--- src/hw/rtl/blms_pkg.sv ---
package blms_pkg;

	typedef enum logic [3:0] {
		ST_IDLE,
		ST_TEST,
		ST_M1,
		ST_M2,
		ST_M3,
		ST_PQ,
		ST_CHK1,
		ST_CHK2,
		ST_DIV,
		ST_ADJ,
		ST_GOLD,
		ST_FIN,
		ST_OUT
	} blms_state_t;

	typedef enum logic [1:0] {
		CAUSE_RUN = 2'd0,
		CAUSE_TOL = 2'd1,
		CAUSE_LIM = 2'd2
	} blms_cause_t;

	localparam logic CFG_REL_TOL   = 1'b0;
	localparam logic CFG_MAX_EVALS = 1'b1;

	localparam logic OP_START = 1'b0;
	localparam logic OP_VALUE = 1'b1;

	localparam logic [15:0] EVAL_SAT = 16'hFFFF;
	localparam logic [31:0] CGOLD_Q32 = 32'd1640531527;

	typedef struct packed {
		logic load_start;
		logic load_value;
		logic do_test;
		logic do_m1;
		logic do_m2;
		logic do_m3;
		logic do_pq;
		logic do_chk1;
		logic do_chk2;
		logic div_start;
		logic do_adj;
		logic do_gold;
		logic do_fin;
	} blms_cmd_t;

	typedef struct packed {
		logic stop;
		logic try_parab;
		logic accept_parab;
		logic div_done;
	} blms_status_t;

endpackage

--- src/hw/rtl/blms_ctrl.sv ---
module blms_ctrl (
	input  logic                   clk,
	input  logic                   arst_n,
	input  logic                   in_valid,
	input  logic                   in_op,
	output logic                   in_ready,
	output logic                   out_valid,
	input  logic                   out_ready,
	output blms_pkg::blms_cmd_t    cmd,
	input  blms_pkg::blms_status_t status
);
	import blms_pkg::*;

	blms_state_t state_q, state_d;
	logic        run_q, run_d;
	logic        acc;

	always_ff @(posedge clk or negedge arst_n) begin
		if (!arst_n) begin
			state_q <= ST_IDLE;
			run_q   <= 1'b0;
		end else begin
			state_q <= state_d;
			run_q   <= run_d;
		end
	end

	always_comb begin
		state_d   = state_q;
		run_d     = run_q;
		cmd       = '0;
		in_ready  = 1'b0;
		out_valid = 1'b0;
		acc       = 1'b0;
		unique case (state_q)
			ST_IDLE: begin
				in_ready = 1'b1;
				acc = in_valid;
				if (acc && in_op == OP_START) begin
					cmd.load_start = 1'b1;
					run_d = 1'b1;
					state_d = ST_TEST;
				end else if (acc && run_q) begin
					cmd.load_value = 1'b1;
					state_d = ST_TEST;
				end
			end
			ST_TEST: begin
				cmd.do_test = 1'b1;
				state_d = ST_M1;
			end
			ST_M1: begin
				if (status.stop) begin
					run_d = 1'b0;
					state_d = ST_OUT;
				end else if (status.try_parab) begin
					cmd.do_m1 = 1'b1;
					state_d = ST_M2;
				end else begin
					state_d = ST_GOLD;
				end
			end
			ST_M2: begin
				cmd.do_m2 = 1'b1;
				state_d = ST_M3;
			end
			ST_M3: begin
				cmd.do_m3 = 1'b1;
				state_d = ST_PQ;
			end
			ST_PQ: begin
				cmd.do_pq = 1'b1;
				state_d = ST_CHK1;
			end
			ST_CHK1: begin
				cmd.do_chk1 = 1'b1;
				state_d = ST_CHK2;
			end
			ST_CHK2: begin
				cmd.do_chk2 = 1'b1;
				state_d = ST_ADJ;
			end
			ST_ADJ: begin
				cmd.do_adj = 1'b1;
				state_d = ST_DIV;
			end
			ST_DIV: begin
				if (!status.accept_parab) begin
					state_d = ST_GOLD;
				end else begin
					cmd.div_start = 1'b1;
					state_d = ST_FIN;
				end
			end
			ST_GOLD: begin
				cmd.do_gold = 1'b1;
				state_d = ST_FIN;
			end
			ST_FIN: begin
				if (!status.accept_parab || status.div_done) begin
					cmd.do_fin = 1'b1;
					state_d = ST_OUT;
				end
			end
			ST_OUT: begin
				out_valid = 1'b1;
				if (out_ready) state_d = ST_IDLE;
			end
			default: state_d = ST_IDLE;
		endcase
	end
endmodule

--- config.mk ---
export PLATFORM = sky130hd
export DESIGN_NAME = blms_ctrl
export DESIGN_NICKNAME = d
export VERILOG_FILES = /design/src/hw/rtl/blms_pkg.sv /design/src/hw/rtl/blms_ctrl.sv
export SDC_FILE = /design/constraint.sdc
export NUM_CORES = 1
export LEC_CHECK = 0
export BUFFER_PORTS_ARGS = -buffer_cell sky130_fd_sc_hd__buf_2
export CAP_MARGIN = 10
export CORE_AREA = 2 2 39 41
export CTS_CLUSTER_SIZE = 20
export DETAILED_ROUTE_END_ITERATION = 16
export DIE_AREA = 0 0 41 43
export PLACE_DENSITY = 0.69
export SLEW_MARGIN = 5
export SYNTH_ARGS = -nofsm -noshare
export SYNTH_HDL_FRONTEND = slang
export SYNTH_SLANG_ARGS = --single-unit
--- constraint.sdc ---
create_clock -name clk -period 1.92 [get_ports clk]
set_clock_uncertainty 0.15 [all_clocks]
set_input_delay 0 -clock clk [delete_from_list [all_inputs] [get_ports clk]]
set_output_delay 0 -clock clk [all_outputs]
set_load 0.01 [all_outputs]
# == Word level (Yosys, flattened, before mapping) ==
# Index checks and enable logic that the tools add are counted.
# word_totals
regBits,5
input_bits,9
elab_cells,60
# classes
eq_ne,17
muxes,32
bitwise,1
n_reduce_logical,8
# op_table
cell,n
4-bit one-hot mux with 13 select lines,1
4-bit two-way mux,6
1-bit two-way mux,23
4-bit equality test (second input constant),5
4-bit by 3-bit equality test with 1-bit output (second input constant),4
4-bit by 2-bit equality test with 1-bit output (second input constant),2
2-bit inequality test (second input constant),4
3-bit AND reduction,2
4-bit by 1-bit equality test with 1-bit output (second input constant),1
4-bit logical NOT,1
3-bit inequality test (second input constant),1
1-bit logical AND,2
2-bit two-way mux,1
1-bit one-hot mux with 2 select lines,1
2-bit nonzero test,1
1-bit logical NOT,1
1-bit logical OR,1
1-bit NOT,1

# == Longest topological paths before layout ==
# depth
ltp_word,4
ltp_mapped,5

# == Least setup slack after synthesis ==
# Ideal clock, no wire load.
# synth_path
kind,register -> register
startpoint,register state_q[1]
endpoint,register state_q[0]
setup_ps,132
arrival_ps,1130
t_required_ps,1638
path_slack_ps,509
stages_incl_launch_ff,5
synth_period_minus_slack_ps,1411
cell_sequence,dfrtp_1 buf_6 nor4_4 o2bb2ai_1 o31ai_1
# synth_via
elab_chain_len,3
word_cells_on_any_way,18
classes_between,15 x eq/ne; 1 x mux; 2 x reduce/logical
# synth_lines
element,line,text
"start, declared",blms_ctrl.sv:14,"blms_state_t state_q, state_d;"
"start signal, assigned",blms_ctrl.sv:23,state_q <= state_d;
4-bit equality test / 4-bit logical NOT (equally long branches),blms_ctrl.sv:35,unique case (state_q)
2-bit inequality test (no line) / 3-bit inequality test (equally long branches),--,
3-bit AND reduction (no line),--,
# Several ways; a longest one is shown, not always the timed one.
# A chain may end at the register's enable or synchronous reset.

==> impl_metrics.env <==
export IMPL_status="complete, no violations"
export IMPL_synth_area_um2=527
export IMPL_cpPeakStageDelay_ns=0.65
export IMPL_antenna_found_initial=0
export IMPL_grt_max_degree=18
export IMPL_grt_first_pass_wirelength_um=2130
export IMPL_numCtsBuffers=3
export IMPL_drive_gt1_share_pct=37.1
export IMPL_syn_to_final_growth_pct=30.2
export IMPL_wl_met1_um=574
export IMPL_rsz0062_at_grt="false"
export IMPL_r2r_start="state_q[2]"
export IMPL_vias=585
export IMPL_holdPathStages=4
export IMPL_gp_congestion=0.813
export IMPL_p_switching_mw=0.520
export IMPL_num_rows=14
export IMPL_report_final_hold_viol_count=0
export IMPL_dp_hpwl_um=975
export IMPL_num_antenna_cells=0
export IMPL_postSynthAreaPerCell_um2=7.53
export IMPL_rr_worst_depth=4
export IMPL_wl_met2_um=661
export IMPL_power_total_mw=1.02
export IMPL_hp_class="in -> reg"
export IMPL_start_kind="flop"
export IMPL_htree_levels=1
export IMPL_drt_wl_total_um=1300
export IMPL_path_class="reg -> out"
export IMPL_via_per_inst=5.18
export IMPL_hp_start="in_op"
export IMPL_cts_tree="yes"
export IMPL_first_pass_iters=4
export IMPL_power_density_mw_per_mm2=1480
export IMPL_max_slew_margin_pct=64.8
export IMPL_cp_max_fo=13
export IMPL_cts_reportedPaths_clkPinSlew_ns=0.04
export IMPL_drt_iter0_markers=13
export IMPL_worstReg2RegEnd="state_q[3]"
export IMPL_synth_cell_types=29
export IMPL_seq_power_share_pct=32.9
export IMPL_post_cts_setup_buffers=0
export IMPL_maxUsedRoutingLayer="met3"
export IMPL_internal_power_mw=0.497
export IMPL_cts_root_buf="clkbuf_4"
export IMPL_numPortBuffers=23
export IMPL_period_needed_ns=1.69
export IMPL_final_common_cell="buf_2"
export IMPL_path_delay_family="flip-flops"
export IMPL_setup_viol=0
export IMPL_drc=0
export IMPL_wl_met3_um=63
export IMPL_core_mm2=0.00138
export IMPL_grt_pass1_vias=503
export IMPL_slew_viol_final=0
export IMPL_ios=24
export IMPL_path_cells="or2b_4 > nor3_1 > buf_2"
export IMPL_fin_crit_sh_pct=88.1
export IMPL_clock_sinks=5
export IMPL_die_h_um=43
export IMPL_nets=107
export IMPL_critPathBufInv=1
export IMPL_worst_skew_pair_late_latency_ns=0.24
export IMPL_switching_share_pct=51.1
export IMPL_yosysSeqAreaShare_pct=23.8
export IMPL_clock_power_share_pct=11.8
export IMPL_die_x_um=41
export IMPL_grt_total_usage_pct=17.2
export IMPL_cap_violations=0
export IMPL_peakVddDrop_mv=0.438
export IMPL_cts_path_max_buffers=2
export IMPL_setup_tns_ns=0
export IMPL_end_kind="output port"
export IMPL_arrival_ns=1.54
export IMPL_leakage_nw=0.339
export IMPL_max_clock_freq_ghz=0.591
export IMPL_final_cell_mix="buf_2 (23), nor2_1 (12), nand2_1 (7)"
export IMPL_power_frac_comb_pct=55.3
export IMPL_synthCells=70
export IMPL_ant_nets=0
export IMPL_syn_num_nets=79
export IMPL_crit_required_ns=1.77
export IMPL_rrSetupSlack_ns=0.28
export IMPL_overflow=0
export IMPL_yosys_warnings=0
export IMPL_tightest_slew_ns=0.528
export IMPL_cp_slowest_cell="dfrtp_1"
export IMPL_start_util_pct=38.1
export IMPL_hold_end="run_q"
export IMPL_die_area_mm2=0.00176
export IMPL_routedWlPerCell_um=11.5
export IMPL_synth_seq_cells=5
==> repair_timing <==
action                    in CTS  in global routing
resized for setup              0                  0
hold endpoints to repair       8                  0
hold buffers                   5                  0
==> synthesized netlist by cell type <==
master,count,area share [%]
and3_2,1,1.4
a22o_1,1,1.7
nor2_2,1,1.2
nor2b_1,1,1.2
o2bb2ai_2,1,2.8
o2bb2ai_1,1,1.7
a2bb2oi_1,1,1.7
and3_1,1,1.2
o21ai_0,4,3.8
o21ai_2,1,1.7
inv_1,2,1.4
nor4_4,1,4.0
a21oi_1,5,4.7
nand2_1,7,5.0
nand2b_1,3,3.6
o211ai_2,1,2.4
inv_2,2,1.4
o31ai_1,1,1.4
nor2_1,12,8.6
buf_4,1,1.4
dfrtp_1,5,24
a31oi_1,3,3.6
buf_6,4,8.6
a211oi_1,1,1.4
or2b_4,1,2.1
nor3_1,5,4.7
nor4_1,1,1.2
or2_2,1,1.2
nand4_1,1,1.2
==> per-layer routing <==
layer	global-route usage, %	vias to the layer above
met3	3.14	0
met1	22.0	264
met4	4.00	0
met2	28.4	19
li1	-	302
met5	0	-
==> worst min-delay path, cell delays in order <==
cell,delay [ns]
buf_2,0.10
inv_1,0.04
a31oi_1,0.13
o21ai_0,0.08
==> power by group through the flow <==
stage / Clock (mW) / Sequential, mW / Combinational, mW
finish: 0.120 / 0.334 / 0.563
global route: 0.132 / 0.353 / 0.636
floorplan: 0 / 0.204 / 0.612
CTS: 0.123 / 0.332 / 0.566
detailed placement: 0 / 0.337 / 0.556
global placement: 0 / 0.330 / 0.555
==> area by class of cell <==
| class | instances | area [um2] |
|---|---|---|
| timing repair buffer | 28 | 165 |
| fill | 142 | 698 |
| tap | 16 | 20.0 |
| sequential | 5 | 125 |
| clock buffer | 4 | 26.3 |
| multi-input combinational | 56 | 334 |
| inverter | 4 | 15.0 |
==> worst max-delay path by stage <==
| stage | end | cells past startpoint | from |
|---|---|---|---|
| 2_1_floorplan | state_q[0] | 4 | state_q[1] |
| 3_3_place_gp | state_q[3] | 4 | state_q[2] |
| 3_5_place_dp | state_q[3] | 4 | state_q[2] |
| 4_1_cts | cmd[7] | 3 | state_q[2] |
| 5_1_grt | cmd[11] | 4 | state_q[0] |
| 6_report | cmd[7] | 3 | state_q[2] |
==> state kept, by name (all words and copies together), names as in the netlist <==
register and cells:
run_q 1, state_q 4
==> per-stage QoR <==
step,hold slack [ns],area [um2],worst slack (ns),util (%),cells
finish,0.0245,686,0.229,49.5,113
global route,0.0513,686,0.126,49.5,113
CTS,0.0209,686,0.219,49.5,113
detailed placement,-0.336,609,0.268,44.0,104
global placement,-0.335,609,0.290,44.0,104
floorplan,-0.446,527,0.509,-,70
==> cells by family after synthesis <==
family / synth area share (%)
AOI/OAI and AO/OA: 26.8
buffers and inverters: 12.8
DFF: 23.8
and+or+nand+nor: 36.6
Power figures use the tool's default switching activity.
